===== config.mk =====
export PLATFORM = sky130hd
export DESIGN_NAME = binary_min_heap
export DESIGN_NICKNAME = d
export VERILOG_FILES = /design/src/rtl/bmh_pkg.sv /design/src/rtl/bmh_ctrl.sv /design/src/rtl/bmh_dp.sv /design/src/rtl/binary_min_heap.sv
export VERILOG_INCLUDE_DIRS = /design/src /design/src/rtl
export SDC_FILE = /design/constraint.sdc
export NUM_CORES = 1
export LEC_CHECK = 0
export BUFFER_PORTS_ARGS = -buffer_cell sky130_fd_sc_hd__buf_2
export CAP_MARGIN = 5
export CORE_AREA = 3 3 169 171
export DETAILED_ROUTE_END_ITERATION = 6
export DIE_AREA = 0 0 172 174
export SLEW_MARGIN = 20
export SYNTH_ARGS = -nofsm -noshare
export SYNTH_HDL_FRONTEND = slang
export SYNTH_SLANG_ARGS = --single-unit

===== constraint.sdc =====
create_clock -name clk_i -period 4.1 [get_ports clk_i]
set_input_delay 0.82 -clock clk_i [delete_from_list [all_inputs] [get_ports clk_i]]
set_output_delay 0.82 -clock clk_i [all_outputs]
set_load 0.03 [all_outputs]

===== src/rtl/assert_macros.svh =====
// assertion macros shared by the rtl
// depends on nothing; taken in by modules that check their own logic
`ifndef ASSERT_MACROS_SVH
`define ASSERT_MACROS_SVH

// same-cycle implication, disabled while in reset
`define ASSERT_IMPLIES(label, clk, rst_n, ante, cons) \
  label: assert property (@(posedge clk) disable iff (!rst_n) (ante) |-> (cons)) \
    else $error("assertion failed: same-cycle implication");

// next-cycle implication, disabled while in reset
`define ASSERT_NEXT(label, clk, rst_n, ante, cons) \
  label: assert property (@(posedge clk) disable iff (!rst_n) (ante) |=> (cons)) \
    else $error("assertion failed: next-cycle implication");

`endif


===== src/rtl/bmh_pkg.sv =====
// shared types and constants of the binary min-heap
// no dependencies; used by bmh_ctrl, bmh_dp and binary_min_heap
package bmh_pkg;

  localparam int CAPACITY = 16;
  localparam int KEY_W    = 8;
  localparam int COUNT_W  = 5;
  localparam int IDX_W    = (CAPACITY > 1) ? $clog2(CAPACITY) : 1;
  localparam int CNT_W    = $clog2(CAPACITY + 1);
  localparam int CHD_W    = IDX_W + 2;

  typedef logic [KEY_W-1:0]   key_t;
  typedef logic [COUNT_W-1:0] count_t;
  typedef logic [IDX_W-1:0]   idx_t;
  typedef logic [CNT_W-1:0]   cnt_t;
  typedef logic [CHD_W-1:0]   chd_t;

  typedef enum logic {
    CMD_INSERT = 1'b0,
    CMD_POP    = 1'b1
  } bmh_op_e;

  typedef enum logic [1:0] {
    ST_OK    = 2'd0,
    ST_FULL  = 2'd1,
    ST_EMPTY = 2'd2
  } bmh_status_e;

  typedef struct packed {
    bmh_op_e cmd;
    key_t    key;
  } bmh_in_t;

  typedef struct packed {
    key_t        popped_key;
    bmh_status_e status;
    count_t      count;
  } bmh_out_t;

  // controller to datapath
  typedef struct packed {
    logic accept;    // take a new command beat
    logic rd_up;     // read parent of hole
    logic up_step;   // move parent down into hole
    logic rd_ends;   // read root and last slot
    logic load_ends; // capture root and last key
    logic rd_dn;     // read both children of hole
    logic dn_step;   // move smaller child up into hole
    logic place;     // write held key into hole
  } bmh_ctl_t;

  // datapath to controller
  typedef struct packed {
    logic full;
    logic empty;
    logic at_root;
    logic up_move;
    logic has_child;
    logic dn_move;
  } bmh_stat_t;

endpackage


===== src/rtl/bmh_ctrl.sv =====
// sequencing state machine of the binary min-heap
// depends on bmh_pkg; drives bmh_dp through bmh_ctl_t
module bmh_ctrl (
  input  logic                clk_i,
  input  logic                rst_ni,
  input  logic                start_i,
  input  bmh_pkg::bmh_op_e    op_i,
  input  bmh_pkg::bmh_stat_t  stat_i,
  output bmh_pkg::bmh_ctl_t   ctl_o,
  output logic                busy_o,
  output logic                done_o
);

  typedef enum logic [7:0] {
    S_IDLE   = 8'b0000_0001,
    S_UP_RD  = 8'b0000_0010,
    S_UP_CMP = 8'b0000_0100,
    S_POP_RD = 8'b0000_1000,
    S_POP_LD = 8'b0001_0000,
    S_DN_RD  = 8'b0010_0000,
    S_DN_CMP = 8'b0100_0000,
    S_DONE   = 8'b1000_0000
  } state_e;

  state_e state_q, state_d;

  always_comb begin
    state_d = state_q;
    ctl_o   = '0;
    case (state_q)
      S_IDLE: begin
        if (start_i) begin
          ctl_o.accept = 1'b1;
          if (op_i == bmh_pkg::CMD_INSERT) begin
            state_d = stat_i.full ? S_DONE : S_UP_RD;
          end else begin
            state_d = stat_i.empty ? S_DONE : S_POP_RD;
          end
        end
      end
      S_UP_RD: begin
        if (stat_i.at_root) begin
          ctl_o.place = 1'b1;
          state_d     = S_DONE;
        end else begin
          ctl_o.rd_up = 1'b1;
          state_d     = S_UP_CMP;
        end
      end
      S_UP_CMP: begin
        if (stat_i.up_move) begin
          ctl_o.up_step = 1'b1;
          state_d       = S_UP_RD;
        end else begin
          ctl_o.place = 1'b1;
          state_d     = S_DONE;
        end
      end
      S_POP_RD: begin
        ctl_o.rd_ends = 1'b1;
        state_d       = S_POP_LD;
      end
      S_POP_LD: begin
        ctl_o.load_ends = 1'b1;
        state_d         = S_DN_RD;
      end
      S_DN_RD: begin
        if (!stat_i.has_child) begin
          ctl_o.place = 1'b1;
          state_d     = S_DONE;
        end else begin
          ctl_o.rd_dn = 1'b1;
          state_d     = S_DN_CMP;
        end
      end
      S_DN_CMP: begin
        if (stat_i.dn_move) begin
          ctl_o.dn_step = 1'b1;
          state_d       = S_DN_RD;
        end else begin
          ctl_o.place = 1'b1;
          state_d     = S_DONE;
        end
      end
      S_DONE: begin
        state_d = S_IDLE;
      end
      default: begin
        state_d = S_IDLE;
      end
    endcase
  end

  always_ff @(posedge clk_i or negedge rst_ni) begin
    if (!rst_ni) begin
      state_q <= S_IDLE;
    end else begin
      state_q <= state_d;
    end
  end

  assign busy_o = (state_q != S_IDLE);
  assign done_o = (state_q == S_DONE);

endmodule


===== src/rtl/bmh_dp.sv =====
// datapath of the binary min-heap: key memory, hole index, count, result regs
// depends on bmh_pkg; controlled by bmh_ctrl
module bmh_dp (
  input  logic               clk_i,
  input  logic               rst_ni,
  input  bmh_pkg::bmh_ctl_t  ctl_i,
  input  bmh_pkg::bmh_in_t   in_i,
  output bmh_pkg::bmh_stat_t stat_o,
  output bmh_pkg::bmh_out_t  res_o
);

  bmh_pkg::key_t        mem_q [bmh_pkg::CAPACITY];
  bmh_pkg::cnt_t        cnt_q;
  bmh_pkg::idx_t        hole_q;
  bmh_pkg::key_t        key_q;
  bmh_pkg::key_t        popped_q;
  bmh_pkg::bmh_status_e status_q;
  bmh_pkg::key_t        rd0_q, rd1_q;

  bmh_pkg::idx_t parent_idx;
  bmh_pkg::chd_t left_idx, right_idx, cnt_ext;
  logic          has_right, right_smaller;
  bmh_pkg::idx_t kid_idx;
  bmh_pkg::key_t kid_val;
  bmh_pkg::idx_t rd_addr0, rd_addr1, wr_addr;
  bmh_pkg::key_t wr_data;
  logic          rd_en, wr_en;

  always_comb begin
    parent_idx    = (hole_q - bmh_pkg::idx_t'(1)) >> 1;
    left_idx      = {1'b0, hole_q, 1'b1};
    right_idx     = left_idx + bmh_pkg::chd_t'(1);
    cnt_ext       = bmh_pkg::chd_t'(cnt_q);
    has_right     = (right_idx < cnt_ext);
    // ties go to the left child
    right_smaller = has_right && (rd1_q < rd0_q);
    kid_idx       = right_smaller ? right_idx[bmh_pkg::IDX_W-1:0]
                                  : left_idx[bmh_pkg::IDX_W-1:0];
    kid_val       = right_smaller ? rd1_q : rd0_q;

    stat_o.full      = (cnt_q == bmh_pkg::cnt_t'(bmh_pkg::CAPACITY));
    stat_o.empty     = (cnt_q == '0);
    stat_o.at_root   = (hole_q == '0);
    stat_o.up_move   = (key_q < rd0_q);
    stat_o.has_child = (left_idx < cnt_ext);
    stat_o.dn_move   = (key_q > kid_val);

    rd_en    = ctl_i.rd_up | ctl_i.rd_ends | ctl_i.rd_dn;
    rd_addr0 = ctl_i.rd_up   ? parent_idx :
               ctl_i.rd_ends ? '0         : left_idx[bmh_pkg::IDX_W-1:0];
    rd_addr1 = ctl_i.rd_ends ? cnt_q[bmh_pkg::IDX_W-1:0]
                             : right_idx[bmh_pkg::IDX_W-1:0];

    wr_en   = ctl_i.place | ctl_i.up_step | ctl_i.dn_step;
    wr_addr = hole_q;
    wr_data = ctl_i.up_step ? rd0_q :
              ctl_i.dn_step ? kid_val : key_q;
  end

  // key memory, one write port and two registered read ports
  always_ff @(posedge clk_i) begin
    if (wr_en) begin
      mem_q[wr_addr] <= wr_data;
    end
    if (rd_en) begin
      rd0_q <= mem_q[rd_addr0];
      rd1_q <= mem_q[rd_addr1];
    end
  end

  always_ff @(posedge clk_i or negedge rst_ni) begin
    if (!rst_ni) begin
      cnt_q <= '0;
    end else if (ctl_i.accept) begin
      if (in_i.cmd == bmh_pkg::CMD_INSERT) begin
        if (!stat_o.full) begin
          cnt_q <= cnt_q + bmh_pkg::cnt_t'(1);
        end
      end else if (!stat_o.empty) begin
        cnt_q <= cnt_q - bmh_pkg::cnt_t'(1);
      end
    end
  end

  always_ff @(posedge clk_i) begin
    if (ctl_i.accept) begin
      popped_q <= '0;
      key_q    <= in_i.key;
      if (in_i.cmd == bmh_pkg::CMD_INSERT) begin
        hole_q   <= cnt_q[bmh_pkg::IDX_W-1:0];
        status_q <= stat_o.full ? bmh_pkg::ST_FULL : bmh_pkg::ST_OK;
      end else begin
        hole_q   <= '0;
        status_q <= stat_o.empty ? bmh_pkg::ST_EMPTY : bmh_pkg::ST_OK;
      end
    end
    if (ctl_i.load_ends) begin
      popped_q <= rd0_q;
      key_q    <= rd1_q;
    end
    if (ctl_i.up_step) begin
      hole_q <= parent_idx;
    end
    if (ctl_i.dn_step) begin
      hole_q <= kid_idx;
    end
  end

  assign res_o.popped_key = popped_q;
  assign res_o.status     = status_q;
  assign res_o.count      = bmh_pkg::count_t'(cnt_q);

endmodule


===== src/rtl/binary_min_heap.sv =====
// top level of the binary min-heap priority queue
// depends on bmh_pkg, bmh_ctrl, bmh_dp and assert_macros.svh
//
//  channel   | ports                      | beat taken when
//  ----------+----------------------------+---------------------------------
//  command   | start_i, busy_o, in_i      | start_i high while busy_o low
//  result    | done_o, out_o              | done_o high, one cycle, no stall
//
// an error beat (insert when full, pop when empty) goes from start straight
// to the done_o cycle; a good insert climbs the key up to 4 levels, then
// places it in the hole; a good pop reads and loads the root and last key,
// then sinks the moved key up to 3 levels for 16 slots and places it.
// each level is a registered memory read followed by a compare and a write
// back into the hole.
// busy_o drops the cycle after done_o, and the next command beat is taken then.
// reset clears the state machine and the key count; the key slots are not
// cleared, and a read may reach a slot past the last key, whose key is never used.
module binary_min_heap (
  input  logic              clk_i,
  input  logic              rst_ni,
  input  logic              start_i,
  input  bmh_pkg::bmh_in_t  in_i,
  output logic              busy_o,
  output logic              done_o,
  output bmh_pkg::bmh_out_t out_o
);

  `include "assert_macros.svh"

  bmh_pkg::bmh_ctl_t  ctl;
  bmh_pkg::bmh_stat_t stat;

  // sequencer: walks the sift one level at a time, a read state then a compare state
  bmh_ctrl u_ctrl (
    .clk_i  (clk_i),
    .rst_ni (rst_ni),
    .start_i(start_i),
    .op_i   (in_i.cmd),
    .stat_i (stat),
    .ctl_o  (ctl),
    .busy_o (busy_o),
    .done_o (done_o)
  );

  // key slots, hole pointer, count and result registers
  bmh_dp u_dp (
    .clk_i (clk_i),
    .rst_ni(rst_ni),
    .ctl_i (ctl),
    .in_i  (in_i),
    .stat_o(stat),
    .res_o (out_o)
  );

  // terms of the result checks below
  logic refused_full, refused_empty;
  logic cnt_at_cap, nothing_left;

  assign refused_full  = done_o && (out_o.status == bmh_pkg::ST_FULL);
  assign refused_empty = done_o && (out_o.status == bmh_pkg::ST_EMPTY);
  assign cnt_at_cap    = (out_o.count == bmh_pkg::count_t'(bmh_pkg::CAPACITY));
  assign nothing_left  = (out_o.count == '0) && (out_o.popped_key == '0);

  // a result beat only comes out of a running command, then the block frees
  `ASSERT_IMPLIES(a_done_busy, clk_i, rst_ni, done_o, busy_o)
  `ASSERT_NEXT(a_done_idle, clk_i, rst_ni, done_o, !busy_o)
  // refused insert reports a full heap
  `ASSERT_IMPLIES(a_full_cnt, clk_i, rst_ni, refused_full, cnt_at_cap)
  // refused pop reports an empty heap and no key
  `ASSERT_IMPLIES(a_empty_cnt, clk_i, rst_ni, refused_empty, nothing_left)

endmodule

# == Word level (Yosys, flattened, before mapping) ==
# Memory sizes are Yosys's and may differ from the RTL's. A register that Yosys moved wholly into a read port is not among the register bits.
# Index checks and enable logic that the tools add are counted.
# totals
in_bits,12
regBits,35
wordCells,88
memories,1
ramBits,128
# classes
muxes,49
add_sub_neg,4
reduce_logical,6
n_lt_le_gt_ge,5
bitwise,4
n_eq_ne,13
# memory_table
name,words,word_bits,read_ports,rd_ports_with_merged_regs,wr,line,source
u_dp.mem_q,16,8,2,2,1,bmh_dp.sv:12,bmh_pkg::key_t mem_q [bmh_pkg::CAPACITY];
# ops
operator,n
$mux 8,15
$pmux 8 s7,1
$mux 4,8
$mux 1,19
$lt 8x8->1,2
$mux 5,3
$eq 8x1->1 const B,1
$eq 8x2->1 const B,1
$eq 8x3->1 const B,1
$eq 8x4->1 const B,1
$eq 8x5->1 const B,1
$eq 8x6->1 const B,1
$eq 8x7->1 const B,1
$eq 8x8->1 const B,1
$gt 8x8->1,1
$ne 8x1->1 const B,1
$add 5x1->6 const B,1
$lt 6x5->1,1
$ne 2x2->1 const B,3
$add 5x1->5 const B,1
$eq 5x5->1 const B,1
$logic_not 5->1,1
$lt 5x5->1,1
$sub 5x1->5 const B,1
9 further kinds,13

# == Longest topological paths before layout ==
# logic_depth
depth_word,11
depth_mapped,20
mapped_depth_nobuf,17

# == Modules after synthesis ==
# From an unflattened synthesis, not the netlist that was laid out.
# hier_totals
hier_cells,761
area_unflattened_um2,9920.8
# by_module_without_submodules
module,cells_per_inst,instances,seq_area_each_um2,area_each_um2
bmh_dp,704,1,5109.9,9375.2
bmh_ctrl,57,1,201.4,545.5

# == Worst setup path after synthesis ==
# No wires, ideal clock.
# synth_path
path_type,reg2reg
start,register u_dp.hole_q[0]
end,memory u_dp.mem_q[0][0] in the netlist's numbering (data pin)
arrival_ns,4.289
setup_ns,0.307
period_less_slack_ns,4.596
path_stages_with_launch,20
slack_ns,-0.496
path_buffers,2
t_required_ns,3.793
cell_sequence,edfxtp_1 > clkbuf_1 > inv_1 > ha_1 > ha_1 > o21a_1 > o21a_1 > o21ai_0 > o211ai_1 > buf_2 > mux2i_1 > ha_1 > nor2b_1 > o21a_1 > o21a_1 > o21bai_1 > a2111oi_2 > a21boi_1 > nor2_1 > a221o_1
# synth_between
elab_chain_cells,9
# synth_lines
item,line,source
"start, declared",bmh_dp.sv:14,bmh_pkg::idx_t hole_q;
"start signal, assigned",bmh_dp.sv:90,hole_q <= cnt_q[bmh_pkg::IDX_W-1:0];
"start signal, assigned",bmh_dp.sv:102,hole_q <= parent_idx;
"start signal, assigned",bmh_dp.sv:105,hole_q <= kid_idx;
$add 5x1->6 (*),bmh_dp.sv:32,right_idx = left_idx + bmh_pkg::chd_t'(1);
$lt 6x5->1 (*),bmh_dp.sv:34,has_right = (right_idx < cnt_ext);
$logic_and 1x1->1 (*),bmh_dp.sv:36,right_smaller = has_right && (rd1_q < rd0_q);
$mux 8 (*),bmh_dp.sv:39,kid_val = right_smaller ? rd1_q : rd0_q;
$gt 8x8->1,bmh_dp.sv:46,stat_o.dn_move = (key_q > kid_val);
$mux 1,bmh_ctrl.sv:77,if (stat_i.dn_move) begin
$mux 1,bmh_ctrl.sv:30,case (state_q)
$mux 8 (*),bmh_dp.sv:57,ctl_i.dn_step ? kid_val : key_q;
$mux 8 (*),bmh_dp.sv:56,wr_data = ctl_i.up_step ? rd0_q :
via u_dp.wr_data[0],bmh_dp.sv:26,bmh_pkg::key_t wr_data;
"end, declared",bmh_dp.sv:12,
# The timed path passes the listed nets; every way through them passes the cells marked *.

# == Worst setup path after layout ==
# layout_path
start,register u_dp.hole_q[0]
end,memory u_dp.mem_q[5][7] in the netlist's numbering (data pin)
# The elaborated chain is that of the path after synthesis.

==> reports/metrics.yaml <==
status:
  status: "finished, violations left"
  violations: "setup timing"
yosys:
  synth-edff-count: 166
  netlist_instances: 816
  yosys_register_bits: 179
  synth_cell_type_count: 65
  synthFlopType: "edfxtp_1"
  avgSynthCellArea_um2: 11.6
  async_reset_ff_frac: 0.0726
  ys_warn_count: 0
  synth_nets: 870
  netlist_area_mm2: 0.00946
  yosysSeqAreaShare: 0.561
critical_path:
  criticalPathCategory: "register to register"
  r2r_cells: 22
  endpoint_kind: "register"
  cp_max_fo: 16
  cp-endpoint: "u_dp.mem_q[5][7]"
  arrival_ns: 4.37
  reg2reg_slack_ns: -0.08
  crit_required_ns: 4.29
  r2r_start: "u_dp.hole_q[0]"
  r2r-end: "u_dp.mem_q[5][7]"
  crit_start: "u_dp.hole_q[0]"
  critPathLaunchType: "register"
power_and_ir_drop:
  p_per_area_mw_per_mm2: 757
  power.total_mw: 8.54
  vdd_ir_drop_max_mv: 0.325
  leakage_nw: 4.31
route:
  detail-route-antenna-nets: 0
  route.detailed.drc: 0
  drt-wirelength-per-cell_um: 23.4
  vias: 7314
  dr.pass1.iters: 5
  dr.first_iter.drc_count: 761
  wirelength_um: 29700
  vias_per_cell: 5.75
floorplan:
  start_util: 0.350
  rows: 60
  die_h_um: 174
  core_area_mm2: 0.0270
  ios: 29
  die_area_mm2: 0.0299
  die_w_um: 172
timing:
  fin_skew_ns: 0.00821
  tightestPinTransition_ns: 1.02
  relSlewSlack: 0.319
  max_freq_mhz: 239
  hold_violations: 0
  rsz0062_at_grt: "true"
  finalWorstSetupSlack_ns: -0.0846
  drv_slew: 0
  fin_crit_ns: 4.18
  finalSetupViolCount: 128
  fin_crit_sh: 1.02
final_layout:
  fillerInstances: 2518
  seq_area_mm2: 0.00531
  post-route-cell-area_mm2: 0.0113
  final_layout_size_suffix_gt1_frac: 0.235
  syn_to_final_growth_pct: 19.2
  finalNetCount: 973
  n_antenna_cell: 0
  multi_input_area_mm2: 0.00406
global_routing:
  grt_pass1_wl_um: 43700
  grt_start_max_net_pins: 65
  grt_util_all_layers: 0.198
  gr-total-overflow: 0
  grt_pass1_vias: 7168
  antenna_found_initial: 0
clock_tree:
  clk_pin_slew_ns: 0.07
  cts_sinks: 179
  insertion_delay_ns: 0.44
  cts_root_buffer: "clkbuf_16"
  cts_tree: "yes"
  clk_path_buf_depth: 2
  cts_buffers: 17
  ctsHtreeMaxLevel: 4
min_path:
  hp-class: "primary input to asynchronous set/reset pin"
placed_design:
  place_area_mm2: 0.0104
  place_hpwl_um: 18000
  port_buffers: 28
  routabilityCongestion: 0.825
flow_run:
  maxCapViolCount: 0
[routing by layer]
layer / up-vias / GRT usage / part of all wire
met1: 3548 / 0.276 / 0.42
met4: 0 / 0.0842 / 0.040
met2: 413 / 0.299 / 0.44
li1: 3272 / - / -
met5: - / 0 / 0
met3: 81 / 0.0391 / 0.11
[cell type report]
cell class,instances,share of cell area
Multi-Input combinational cell,587,0.360
Clock inverter,13,0.0133
Inverter,23,0.00832
Tap cell,341,0.0378
Timing Repair Buffer,111,0.0712
Clock buffer,19,0.0384
Sequential cell,179,0.471
[how the worst min path moves through the flow]
| stage | slack, ns | start | endpoint |
|---|---|---|---|
| after floorplan | 0.51 | u_ctrl.state_q[0] | u_ctrl.state_q[0] |
| after global placement | 0.52 | u_dp.cnt_q[4] | u_dp.cnt_q[4] |
| after detailed placement | 0.53 | u_dp.cnt_q[4] | u_dp.cnt_q[4] |
| after CTS | 0.28 | rst_ni | u_ctrl.state_q[3] |
| after global routing | 0.30 | rst_ni | u_dp.cnt_q[4] |
| final | 0.27 | rst_ni | u_dp.cnt_q[4] |
[synthesized netlist by cell type (12+ instances only)]
master	instances	share of area
nand2_1	138	0.055
nand4_1	22	0.015
o21ai_0	24	0.013
o21ai_1	16	0.0085
ha_1	41	0.054
a21oi_1	27	0.014
mux2i_1	51	0.054
clkbuf_1	17	0.0067
nand3_1	54	0.029
edfxtp_1	166	0.53
and2_1	18	0.012
o22ai_1	12	0.0079
inv_1	22	0.0087
dfrtp_1	12	0.032
nor2_1	40	0.016
[metrics by stage]
step / setup TNS, ns / std cells / hold slack, ns / utilization / setup WS, ns
2_1_floorplan: 0 / 816 / 0.509 / - / 0.0155
3_3_place_gp: -2.37 / 1216 / 0.516 / 0.386 / -0.0326
3_5_place_dp: -9.18 / 1216 / 0.528 / 0.386 / -0.0924
4_1_cts: -3.87 / 1270 / 0.276 / 0.416 / -0.0721
5_1_grt: -28.43 / 1273 / 0.301 / 0.417 / -0.270
6_report: -4.74 / 1273 / 0.273 / 0.417 / -0.0846
[flip-flops by register name (all words and copies together), names as in the netlist, 4 cells and up]
signal	cells
u_dp.mem_q	128
u_ctrl.state_q	8
u_dp.key_q	8
u_dp.popped_q	8
u_dp.rd0_q	8
u_dp.rd1_q	8
u_dp.cnt_q	5
u_dp.hole_q	4
[power breakdown]
part,internal [mW],switching (mW),total [mW]
logic,1.74,2.57,4.31
registers,2.41,0.185,2.59
clock network,0.910,0.726,1.64
[placed cells by master, fill, tap and decap left out, drive strengths merged, types with 3 or more instances in the layout]
cell type / count
nor2b: 5
nand4: 23
and2: 18
xor2: 4
mux2i: 51
buf: 111
dfrtp: 12
a21oi: 29
a32oi: 8
clkbuf: 19
o22ai: 12
nor3b: 3
o31ai: 3
or3b: 3
a221o: 15
a21o: 8
xnor2: 8
edfxtp: 166
nor3: 15
mux2: 9
inv: 28
nand2b: 7
nand2: 140
nand3: 54
o21a: 4
ha: 41
nor2: 43
o21ai: 41
clkinv: 4
o211ai: 12
a22oi: 7
[worst max-delay path: stages (launching register included)]
cell and delay (ns):
edfxtp_1 0.43, buf_6 0.16, inv_8 0.05, ha_4 0.20, ha_4 0.20, o21a_1 0.10
o21a_1 0.19, o21ai_1 0.13, o211ai_1 0.12, buf_4 0.18, mux2i_1 0.12, ha_1 0.31
nor2b_1 0.13, o21a_1 0.16, o21a_1 0.17, o21bai_2 0.18, a2111oi_4 0.10, buf_4 0.15
a21boi_2 0.13, buf_6 0.16, nor2_1 0.05, a221o_2 0.33, buf_12 0.15
[timing repair]
| item | in CTS | in global routing |
|---|---|---|
| cloned | 6 | 1 |
| gates resized for setup | 9 | 12 |
| buffers inserted | 16 | 3 |
| hold buffers | 0 | 0 |
| pin swaps | 4 | 2 |
| endpoints found under the setup margin | 128 | 128 |
[logic make-up after synthesis]
family | share of synthesized area
compound gates | 0.110
buf+inv | 0.0284
flops | 0.561
fa+ha+maj | 0.0563
xor+xnor | 0.0111
simple gates | 0.168
mux | 0.0647
Note: power is estimated with default switching activity, not from simulation.
